===== src/hw/rtl/tre_pkg.sv =====
// shared types and constants for the tag record escaper
package tre_pkg;

	localparam int LEN_BYTES = 4;
	localparam int PHASE_W   = 3;
	localparam int Q_DEPTH   = 4;
	localparam int Q_AW      = 2;

	localparam logic [7:0] CH_NUL  = 8'h00;
	localparam logic [7:0] CH_TAB  = 8'h09;
	localparam logic [7:0] CH_LF   = 8'h0a;
	localparam logic [7:0] CH_CR   = 8'h0d;
	localparam logic [7:0] CH_ZERO = 8'h30;
	localparam logic [7:0] CH_BSL  = 8'h5c;
	localparam logic [7:0] CH_N    = 8'h6e;
	localparam logic [7:0] CH_R    = 8'h72;

	localparam logic MODE_TAB = 1'b0;
	localparam logic MODE_BSL = 1'b1;

	// one classified request: optional payload byte, optional second byte, optional close
	typedef struct packed {
		logic       pay;
		logic       two;
		logic       close;
		logic [7:0] b0;
		logic [7:0] b1;
	} tre_cmd_t;

endpackage


===== src/hw/rtl/tre_front.sv =====
// front end: length assembly, payload counting and escape classification
module tre_front import tre_pkg::*; (
	input  logic       clk,
	input  logic       arst_n,
	input  logic       cfg_we,
	input  logic       cfg_wdata,
	input  logic       in_valid,
	input  logic [7:0] in_byte,
	input  logic       q_full,
	output logic       in_ready,
	output logic       push,
	output tre_cmd_t   cmd
);

	logic [PHASE_W-1:0] phase_q;
	logic [31:0]        len_q;
	logic [31:0]        left_q;
	logic               mode_q;

	logic               accept;
	logic               in_len;
	logic [31:0]        acc;
	logic [31:0]        left_n;
	logic               len_done;

	assign in_ready = !q_full;
	assign accept   = in_valid && in_ready;
	assign in_len   = phase_q < PHASE_W'(LEN_BYTES);
	assign acc      = (phase_q == '0) ? {24'd0, in_byte}
	                : (len_q | ({24'd0, in_byte} << {phase_q[1:0], 3'b000}));
	assign len_done = phase_q == PHASE_W'(LEN_BYTES - 1);
	assign left_n   = left_q - 32'd1;

	always_comb begin
		cmd = '0;
		cmd.b0 = in_byte;
		cmd.b1 = CH_TAB;
		if (in_len) begin
			cmd.close = len_done && (acc == 32'd0);
		end else begin
			cmd.pay   = 1'b1;
			cmd.close = left_n == 32'd0;
			if (mode_q == MODE_TAB) begin
				cmd.two = in_byte == CH_LF;
			end else begin
				unique case (in_byte)
					CH_NUL: begin cmd.two = 1'b1; cmd.b0 = CH_BSL; cmd.b1 = CH_ZERO; end
					CH_LF:  begin cmd.two = 1'b1; cmd.b0 = CH_BSL; cmd.b1 = CH_N; end
					CH_CR:  begin cmd.two = 1'b1; cmd.b0 = CH_BSL; cmd.b1 = CH_R; end
					CH_BSL: begin cmd.two = 1'b1; cmd.b0 = CH_BSL; cmd.b1 = CH_BSL; end
					default: cmd.two = 1'b0;
				endcase
			end
		end
	end

	assign push = accept && (cmd.pay || cmd.close);

	always_ff @(posedge clk or negedge arst_n) begin
		if (!arst_n) begin
			phase_q <= '0;
			len_q   <= '0;
			left_q  <= '0;
			mode_q  <= MODE_TAB;
		end else begin
			if (cfg_we) begin
				mode_q <= cfg_wdata;
			end
			if (accept) begin
				if (in_len) begin
					len_q <= acc;
					if (!len_done) begin
						phase_q <= phase_q + PHASE_W'(1);
					end else if (acc == 32'd0) begin
						phase_q <= '0;
						len_q   <= '0;
					end else begin
						left_q  <= acc;
						phase_q <= PHASE_W'(LEN_BYTES);
					end
				end else begin
					left_q <= left_n;
					if (left_n == 32'd0) begin
						phase_q <= '0;
						len_q   <= '0;
					end
				end
			end
		end
	end

endmodule


===== src/hw/rtl/tre_fifo.sv =====
// short request queue between front and back
module tre_fifo import tre_pkg::*; (
	input  logic     clk,
	input  logic     arst_n,
	input  logic     push,
	input  tre_cmd_t wr_cmd,
	input  logic     pop,
	output tre_cmd_t rd_cmd,
	output logic     full,
	output logic     empty
);

	tre_cmd_t          mem_q [Q_DEPTH];
	logic [Q_AW-1:0]   wr_ptr_q;
	logic [Q_AW-1:0]   rd_ptr_q;
	logic [Q_AW:0]     count_q;

	assign full   = count_q == (Q_AW+1)'(Q_DEPTH);
	assign empty  = count_q == '0;
	assign rd_cmd = mem_q[rd_ptr_q];

	always_ff @(posedge clk) begin
		if (push) begin
			mem_q[wr_ptr_q] <= wr_cmd;
		end
	end

	always_ff @(posedge clk or negedge arst_n) begin
		if (!arst_n) begin
			wr_ptr_q <= '0;
			rd_ptr_q <= '0;
			count_q  <= '0;
		end else begin
			if (push) begin
				wr_ptr_q <= wr_ptr_q + Q_AW'(1);
			end
			if (pop) begin
				rd_ptr_q <= rd_ptr_q + Q_AW'(1);
			end
			if (push && !pop) begin
				count_q <= count_q + (Q_AW+1)'(1);
			end else if (pop && !push) begin
				count_q <= count_q - (Q_AW+1)'(1);
			end
		end
	end

endmodule


===== src/hw/rtl/tre_back.sv =====
// back end: expands each queued request into output bytes, one per cycle while out_ready is high
module tre_back import tre_pkg::*; (
	input  logic       clk,
	input  logic       arst_n,
	input  tre_cmd_t   cmd,
	input  logic       q_empty,
	output logic       pop,
	output logic       out_valid,
	input  logic       out_ready,
	output logic [7:0] out_byte,
	output logic       out_end,
	output logic       out_last
);

	logic [1:0] idx_q;
	logic       ov_q;
	logic [7:0] ob_q;
	logic       oe_q;
	logic       ol_q;

	logic       load;
	logic [1:0] n_res;
	logic       is_last;
	logic       sel_close;
	logic [7:0] sel_byte;

	assign load    = (!ov_q || out_ready) && !q_empty;
	assign n_res   = {1'b0, cmd.pay} + {1'b0, cmd.two} + {1'b0, cmd.close};
	assign is_last = idx_q == (n_res - 2'd1);
	assign pop     = load && is_last;

	// result order: payload byte, second escape byte, closing newline
	always_comb begin
		sel_close = 1'b1;
		sel_byte  = CH_LF;
		case (idx_q)
			2'd0: if (cmd.pay) begin sel_close = 1'b0; sel_byte = cmd.b0; end
			2'd1: if (cmd.two) begin sel_close = 1'b0; sel_byte = cmd.b1; end
			default: sel_close = 1'b1;
		endcase
	end

	always_ff @(posedge clk or negedge arst_n) begin
		if (!arst_n) begin
			idx_q <= '0;
			ov_q  <= 1'b0;
		end else begin
			if (load) begin
				ov_q  <= 1'b1;
				idx_q <= is_last ? 2'd0 : idx_q + 2'd1;
			end else if (out_ready) begin
				ov_q <= 1'b0;
			end
		end
	end

	always_ff @(posedge clk) begin
		if (load) begin
			ob_q <= sel_byte;
			oe_q <= sel_close;
			ol_q <= is_last;
		end
	end

	assign out_valid = ov_q;
	assign out_byte  = ob_q;
	assign out_end   = oe_q;
	assign out_last  = ol_q;

endmodule


===== src/hw/rtl/tag_record_escaper.sv =====
// Escapes a byte stream of length-prefixed records (4-byte little-endian length, then the
// payload) and closes every record with a newline flagged in tuser. An input byte that
// gives results is queued as one request; a length byte that gives none is not. The output
// register sends one byte per cycle while m_axis_tready is high, so a byte that expands to
// two or three results holds the output until all are sent and sustained throughput is one
// output byte per cycle. Length bytes that produce no result are accepted while the
// four-entry queue has room; once it is full every input byte waits for the back end to free
// an entry. tlast marks the final result of each input byte.
module tag_record_escaper import tre_pkg::*; (
	input  logic       clk,
	input  logic       arst_n,
	input  logic       cfg_we,
	input  logic       cfg_wdata,      // escape_mode
	input  logic       s_axis_tvalid,
	output logic       s_axis_tready,
	input  logic [7:0] s_axis_tdata,   // [7:0] in_byte
	output logic       m_axis_tvalid,
	input  logic       m_axis_tready,
	output logic [7:0] m_axis_tdata,   // [7:0] out_byte
	output logic       m_axis_tuser,   // [0] record_end
	output logic       m_axis_tlast    // last_of_run
);

	tre_cmd_t push_cmd;
	tre_cmd_t head_cmd;
	logic     push;
	logic     pop;
	logic     q_full;
	logic     q_empty;

	tre_front u_front (
		.clk       (clk),
		.arst_n    (arst_n),
		.cfg_we    (cfg_we),
		.cfg_wdata (cfg_wdata),
		.in_valid  (s_axis_tvalid),
		.in_byte   (s_axis_tdata),
		.q_full    (q_full),
		.in_ready  (s_axis_tready),
		.push      (push),
		.cmd       (push_cmd)
	);

	tre_fifo u_fifo (
		.clk    (clk),
		.arst_n (arst_n),
		.push   (push),
		.wr_cmd (push_cmd),
		.pop    (pop),
		.rd_cmd (head_cmd),
		.full   (q_full),
		.empty  (q_empty)
	);

	tre_back u_back (
		.clk       (clk),
		.arst_n    (arst_n),
		.cmd       (head_cmd),
		.q_empty   (q_empty),
		.pop       (pop),
		.out_valid (m_axis_tvalid),
		.out_ready (m_axis_tready),
		.out_byte  (m_axis_tdata),
		.out_end   (m_axis_tuser),
		.out_last  (m_axis_tlast)
	);

endmodule


===== config.mk =====
export PLATFORM = sky130hd
export DESIGN_NAME = tag_record_escaper
export DESIGN_NICKNAME = d
export VERILOG_FILES = /design/src/hw/rtl/tre_pkg.sv /design/src/hw/rtl/tre_front.sv /design/src/hw/rtl/tre_fifo.sv /design/src/hw/rtl/tre_back.sv /design/src/hw/rtl/tag_record_escaper.sv
export SDC_FILE = /design/constraint.sdc
export NUM_CORES = 1
export LEC_CHECK = 0
export BUFFER_PORTS_ARGS = -buffer_cell sky130_fd_sc_hd__buf_4
export CAP_MARGIN = 0
export CORE_UTILIZATION = 40
export CTS_CLUSTER_DIAMETER = 150
export DETAILED_ROUTE_END_ITERATION = 6
export PLACE_DENSITY = 0.57
export SYNTH_ARGS = -nofsm -noshare
export SYNTH_HDL_FRONTEND = slang
export SYNTH_SLANG_ARGS = --single-unit

===== constraint.sdc =====
create_clock -name clk -period 4 [get_ports clk]
set_input_delay 0.6 -clock clk [delete_from_list [all_inputs] [get_ports clk]]
set_output_delay 0.6 -clock clk [all_outputs]
set_load 0.02 [all_outputs]

# Word-level counts from Yosys, hierarchy flattened
# Memories as Yosys holds them, arrays and structs flattened.
# Index checks and enable logic that the tools add are counted.
# classes
add_sub_neg,10
magnitude_cmp,1
eq_ne,9
shifts,1
muxes,32
bitwise,1
reduce_logical,26
# ops
op,n
2-to-1 mux 32 bit,8
zero test 32 bit,2
one-hot mux 16 bit (4 select lines),1
2-to-1 mux 16 bit,2
OR 32 bit,1
left shift 8 x 5 -> 32 bit,1
subtractor 32 x 1 -> 32 bit (second input constant),1
2-to-1 mux 3 bit,6
equality test 8 x 4 -> 1 bit (second input constant),2
2-to-1 mux 8 bit,2
one-hot mux 8 bit (2 select lines),1
2-to-1 mux 1 bit,9
equality test 8 x 7 -> 1 bit (second input constant),1
zero test 8 bit,1
logical AND 1 bit,7
adder 2 x 1 -> 2 bit (second input constant),3
adder 3 x 1 -> 3 bit (second input constant),2
zero test 3 bit,2
nonzero test 2 bit,3
zero test 1 bit,5
2-to-1 mux 2 bit,2
inequality test 2 bit (second input constant),2
OR reduction 4 bit,1
equality test 3 x 2 -> 1 bit (second input constant),1
13 further kinds,14
# totals
register_bits,88
ramBits,76
input_bits,14
elab_cells,93
n_memories,1
# mem_list
name,depth,width,read_ports,rd_clocked_by_memory_dff,wr,line_no,rtl
u_fifo.mem_q,4,19,1,0,1,tre_fifo.sv:13,tre_cmd_t mem_q [Q_DEPTH];

# Logic depth before layout (Yosys ltp)
# depth
depth_word,12
depth_mapped,18

# Hierarchy
# Synthesis repeated with hierarchy kept, for this count alone.
# unflattened
cells_unflattened,793
area_unflattened_um2,8699.6
# modules_own_cells
module,instances,cells_per_inst,area_per_inst_um2,seq_area_each_um2
tre_front,1,611,4917.2,1701.6
tre_fifo,1,133,3136.8,2457.4
tre_back,1,49,645.6,375.4

# Worst setup path after synthesis
# OpenSTA, ideal clock, no wires.
# synth_path
path_type,register to register
start,reg u_fifo.rd_ptr_q[0]
end,reg u_fifo.count_q[1]
setup_ns,0.125
arrival_time_ns,3.902
t_required_ns,3.875
setup_slack_ns,-0.027
path_stages_with_launch,15
n_path_buf,2
synth_period_minus_slack_ns,4.027
cell_sequence,dfrtp_1 -> buf_1 -> buf_1 -> mux4_2 -> inv_1 -> ha_1 -> inv_1 -> ha_1 -> xor2_1 -> nor2_1 -> nand2_1 -> ha_1 -> inv_1 -> fa_1 -> mux2_2
# synth_via
elab_chain_cells,9
# synth_rtl
item,line_no,rtl
from (decl),tre_fifo.sv:15,logic [Q_AW-1:0] rd_ptr_q;
from (signal assigned),tre_fifo.sv:38,rd_ptr_q <= rd_ptr_q + Q_AW'(1);
memory read (4 x 19 bit) *,-,
adder 1 x 1 -> 2 bit,tre_back.sv:28,"assign n_res = {1'b0, cmd.pay} + {1'b0, cmd.two} + {1'b0, cmd.close};"
adder 2 x 1 -> 2 bit *,tre_back.sv:28,
subtractor 2 x 1 -> 2 bit *,tre_back.sv:29,assign is_last = idx_q == (n_res - 2'd1);
equality test 2 bit *,tre_back.sv:29,
via u_back.is_last,tre_back.sv:23,logic is_last;
logical AND 1 bit *,tre_back.sv:30,assign pop = load && is_last;
zero test 1 bit,tre_fifo.sv:40,if (push && !pop) begin
logical AND 1 bit,tre_fifo.sv:40,
2-to-1 mux 3 bit or nonzero test 2 bit (tied branches),-,
to (signal assigned),tre_fifo.sv:41,count_q <= count_q + (Q_AW+1)'(1);
to (signal assigned),tre_fifo.sv:43,count_q <= count_q - (Q_AW+1)'(1);
to (decl),tre_fifo.sv:16,logic [Q_AW:0] count_q;
# The timed path passes the listed nets; every way through them passes the cells marked *.
# A chain may end at the register's enable or synchronous reset.

# Final worst setup path
# layout_path
start,reg u_front.phase_q[0]
end,reg u_fifo.count_q[2]
# layout_via
elab_chain_cells,11
# layout_rtl
item,line_no,rtl
from (decl),tre_front.sv:15,logic [PHASE_W-1:0] phase_q;
from (signal assigned),tre_front.sv:73,phase_q <= phase_q + PHASE_W'(1);
from (signal assigned),tre_front.sv:79,phase_q <= PHASE_W'(LEN_BYTES);
left shift 8 x 5 -> 32 bit,tre_front.sv:30,": (len_q | ({24'd0, in_byte} << {phase_q[1:0], 3'b000}));"
OR 32 bit,tre_front.sv:30,
2-to-1 mux 32 bit,tre_front.sv:29,"assign acc = (phase_q == '0) ? {24'd0, in_byte}"
zero test 32 bit,tre_front.sv:39,cmd.close = len_done && (acc == 32'd0);
logical AND 1 bit,tre_front.sv:39,
2-to-1 mux 1 bit,tre_front.sv:38,if (in_len) begin
logical OR 1 bit *,tre_front.sv:57,assign push = accept && (cmd.pay || cmd.close);
logical AND 1 bit *,tre_front.sv:57,
via push,tag_record_escaper.sv:26,logic push;
zero test 1 bit,tre_fifo.sv:42,end else if (pop && !push) begin
logical AND 1 bit,tre_fifo.sv:42,
nonzero test 2 bit (no source line),-,
# Marked as above.

==> metrics.md <==
| Metric | Value |
|---|---|
| Status | `finished clean` |
| Power Dens Cells | `around 550 nW/µm²` |
| Worst EP required | `about 4.4 ns` |
| Critical path's slowest cell | `dfrtp_2` |
| Number of port buffers | `25` |
| DRC | `0` |
| Post-synthesis instance area | `8420 µm²` |
| HP Class | `in -> async` |
| Setup WS pre-CTS | `0.205 ns` |
| Top Family by Delay on Critical Path | `simple AND/OR/NAND/NOR gates` |
| Combinational power share | `0.268` |
| Worst path max stage delay | `0.48 ns` |
| Critical path peak fanout | `19` |
| Sw Pwr | `~1.7 mW` |
| Worst Max-Slew Pin Slew | `1.05 ns` |
| Crit path arrival time | `approximately 4.1 ns` |
| Register area | `4420 µm²` |
| Number of hold violations in the final report | `0` |
| Crit path kind | `reg -> reg` |
| Worst-Skew Late Latency | `0.44 ns` |
| Initial antenna violation count | `0` |
| Area delta synth->final | `14.0%` |
| Drt wl/cell | `20.3 µm` |
| Top post-synthesis cells by area | `edfxtp_1 29%, dfrtp_1 23%, mux4_2 4.8%` |
| Vias | `6454` |
| Area leader, netlist | `edfxtp_1` |
| P_leak | `3.76 nW` |
| Nets@finish | `844` |
| DRT Pass-1 Iters | `5` |
| Finish-stage setup viols | `0` |
| Clock power share | `0.319` |
| Overall Global Routing Usage | `0.217` |
| Post-Synthesis Cells | `793` |
| Crit path cell chain | `inv_1 -> ha_1 -> nor2b_1 -> buf_4 -> o21ai_0 -> nand3_1 -> nor4_1 -> buf_4 -> nand3_1 -> o22ai_2 -> ha_1 -> inv_1 -> fa_1 -> xor2_1 -> nor2_1 -> xor2_1` |
| Clock slew at reported path FFs | `~0.070 ns` |
| Finished Layout Cells | `1099` |
| Syn nets | `821` |
| Area of the multi-input gates | `3660 µm²` |
| Fill cells | `1895` |
| Die width | `147 µm` |
| Max cap viols | `0` |
| Final worst slack | `0.299 ns` |
| Nature of the critical path endpoint | `register` |
| Final Critical Period | `between 3 and 4 ns` |
| Std cell rows | `52` |
| Hold-fix buffers, CTS | `0` |
| Core Area | `between 20000 and 25000 µm²` |
| Most used flip-flop cell after synthesis | `edfxtp_1` |
| DP Wirelength | `15400 µm` |
| RD Place Congestion | `0.928` |
| ANT cells | `0` |
| Drt first-iter violations | `525` |
| Final WL | `22300 µm` |
| Antenna-violating nets left | `0` |
| Sw Ratio | `0.322` |
| EDFF count, synth | `between 80 and 90` |
| Placed cell count | `1067` |
| Clk_skew | `0.0106 ns` |
| I/O pins | `26` |
| Seq pwr share | `0.413` |
| Maximum vdd drop | `0.300 mV` |
| Clk sinks | `160` |
| Synthesized flop and latch total | `160` |
| Relative slew slack | `0.303` |
| Tcrit/Tclk final | `0.925` |
| CTS buffer count | `17` |
| Initial Util | `0.412` |
| RSZ-0062 raised after global routing | `false` |
| Seq/Total Area, Yosys | `0.524` |
| Syn_area_per_cell | `10.6 µm²` |
| Layout cells sized above 1 | `0.159` |
| Setup crit start kind | `register` |
| Die footprint | `21600 µm²` |
| WP buf/inv | `4` |
| Longest Clk Path Bufs | `2` |
| Top-count cell post-synth | `edfxtp_1` |
| TritonCTS clock tree | `yes` |
| Cell Int Power | `between 3 and 4 mW` |
| Root Buffer Master | `clkbuf_16` |
| Sum of negative setup slack | `0 ns` |
| H-tree depth | `4` |
| Yosys warning total | `0` |
| GRT overflow | `0` |
| Post-synth ARST share | `0.488` |
| Post-synth top area share | `0.292` |
| Synth top cells by count | `82 x edfxtp_1, 78 x dfrtp_1, 68 x nor2_1` |
| Final max-slew violation count | `0` |
| Post-synth cell types | `70` |
| First-pass GRT wire length | `between 30000 and 40000 µm` |
| Die height | `147 µm` |
| Largest net degree at the start of global routing | `79` |
| Fmax | `270 MHz` |
| Via/cell ratio | `5.87` |
| Vias in the first global route | `6466` |
## sequential cells by signal, indices dropped and copies added, names as in the netlist
signal	flops
u_front.phase_q	3
u_back.out_end	1
u_front.mode_q	1
u_back.idx_q	2
u_fifo.mem_q	72
u_fifo.rd_ptr_q	2
u_back.out_byte	8
u_fifo.wr_ptr_q	2
u_front.left_q	32
u_back.out_valid	1
u_fifo.count_q	3
u_back.out_last	1
u_front.len_q	32
## layout by cell type, fill, tap and decap left out, drive strengths merged, types with 6 or more instances in the layout
cell / Yosys / layout
a21o: 11 / 11
a21oi: 48 / 48
a221o: 9 / 9
a22oi: 15 / 15
a31oi: 10 / 10
and2: 11 / 11
and3: 8 / 8
and3b: 6 / 6
buf: 11 / 60
clkbuf: 45 / 17
dfrtp: 78 / 78
edfxtp: 82 / 82
ha: 13 / 13
inv: 28 / 37
mux2i: 13 / 13
mux4: 18 / 18
nand2: 66 / 66
nand3: 18 / 18
nand4: 7 / 7
nor2: 68 / 68
nor2b: 6 / 6
nor3: 25 / 25
nor4: 19 / 19
o21ai: 65 / 65
o221ai: 6 / 6
o22ai: 6 / 6
o31ai: 6 / 6
or3: 9 / 9
or4: 10 / 10
xnor2: 13 / 13
## per-stage QoR
stage | area, µm² | power (mW) | hold WS, ns | utilization
5_1_grt | 9600 | 5.56 | 0.378 | 0.470
4_1_cts | 9600 | 5.33 | 0.376 | 0.470
6_report | 9600 | 5.27 | 0.343 | 0.470
2_1_floorplan | 8420 | 3.20 | 0.304 | -
3_3_place_gp | 8990 | 3.60 | 0.478 | 0.440
3_5_place_dp | 8990 | 3.65 | 0.486 | 0.440
## power groups by stage
| stage | clock [mW] | sequential [mW] | combinational [mW] |
|---|---|---|---|
| final | 1.68 | 2.18 | 1.41 |
| after global routing | 1.78 | 2.21 | 1.58 |
| after CTS | 1.71 | 2.18 | 1.44 |
| after detailed placement | 0 | 2.21 | 1.43 |
| after global placement | 0 | 2.20 | 1.40 |
| after floorplan | 0 | 2.24 | 0.961 |
## metal layers
layer / part of all wire / global-route usage / vias up
met3: 0.039 / 0.0419 / 42
met5: 0 / 0 / -
met2: 0.50 / 0.368 / 175
met1: 0.43 / 0.273 / 3231
met4: 0.026 / 0.0820 / 0
li1: - / - / 3006
## final timing paths
check,from,end,slack [ns],cells past startpoint
min reg2reg,u_back.out_valid$_DFFE_PN0P_,u_back.out_valid$_DFFE_PN0P_,0.50,2
max,u_front.phase_q[0]$_DFFE_PN0P_,u_fifo.count_q[2]$_DFFE_PN0P_,0.30,16
min in group clk,cfg_wdata,u_front.mode_q$_DFFE_PN0P_,0.39,2
min,arst_n,u_front.left_q[7]$_DFFE_PN0P_,0.34,1
max in group asynchronous,arst_n,u_front.phase_q[0]$_DFFE_PN0P_,2.92,1
max reg2reg,u_front.phase_q[0]$_DFFE_PN0P_,u_fifo.count_q[2]$_DFFE_PN0P_,0.30,16
## cell families after synthesis
group	count (synthesis)	share of synthesized area
AO/OA/AOI/OAI	204	0.154
buffers and inverters	85	0.0411
multiplexers	35	0.0689
XOR/XNOR	18	0.0187
flip-flops	160	0.524
adder cells (fa/ha/maj)	14	0.0217
AND/OR/NAND/NOR	277	0.171
## final cells by class
type	count	area share
clock inverter	15	0.0194
multi-input combinational	548	0.382
timing repair buffer	60	0.0482
sequential	160	0.460
tap	270	0.0352
clock buffer	17	0.0443
inverter	29	0.0113
## timing repair
action / in CTS / in global routing
setup buffers: 0 / 0
gates resized for setup: 0 / 1
endpoints found under the setup margin: 0 / 1
Note: power is estimated with default switching activity, not from simulation.
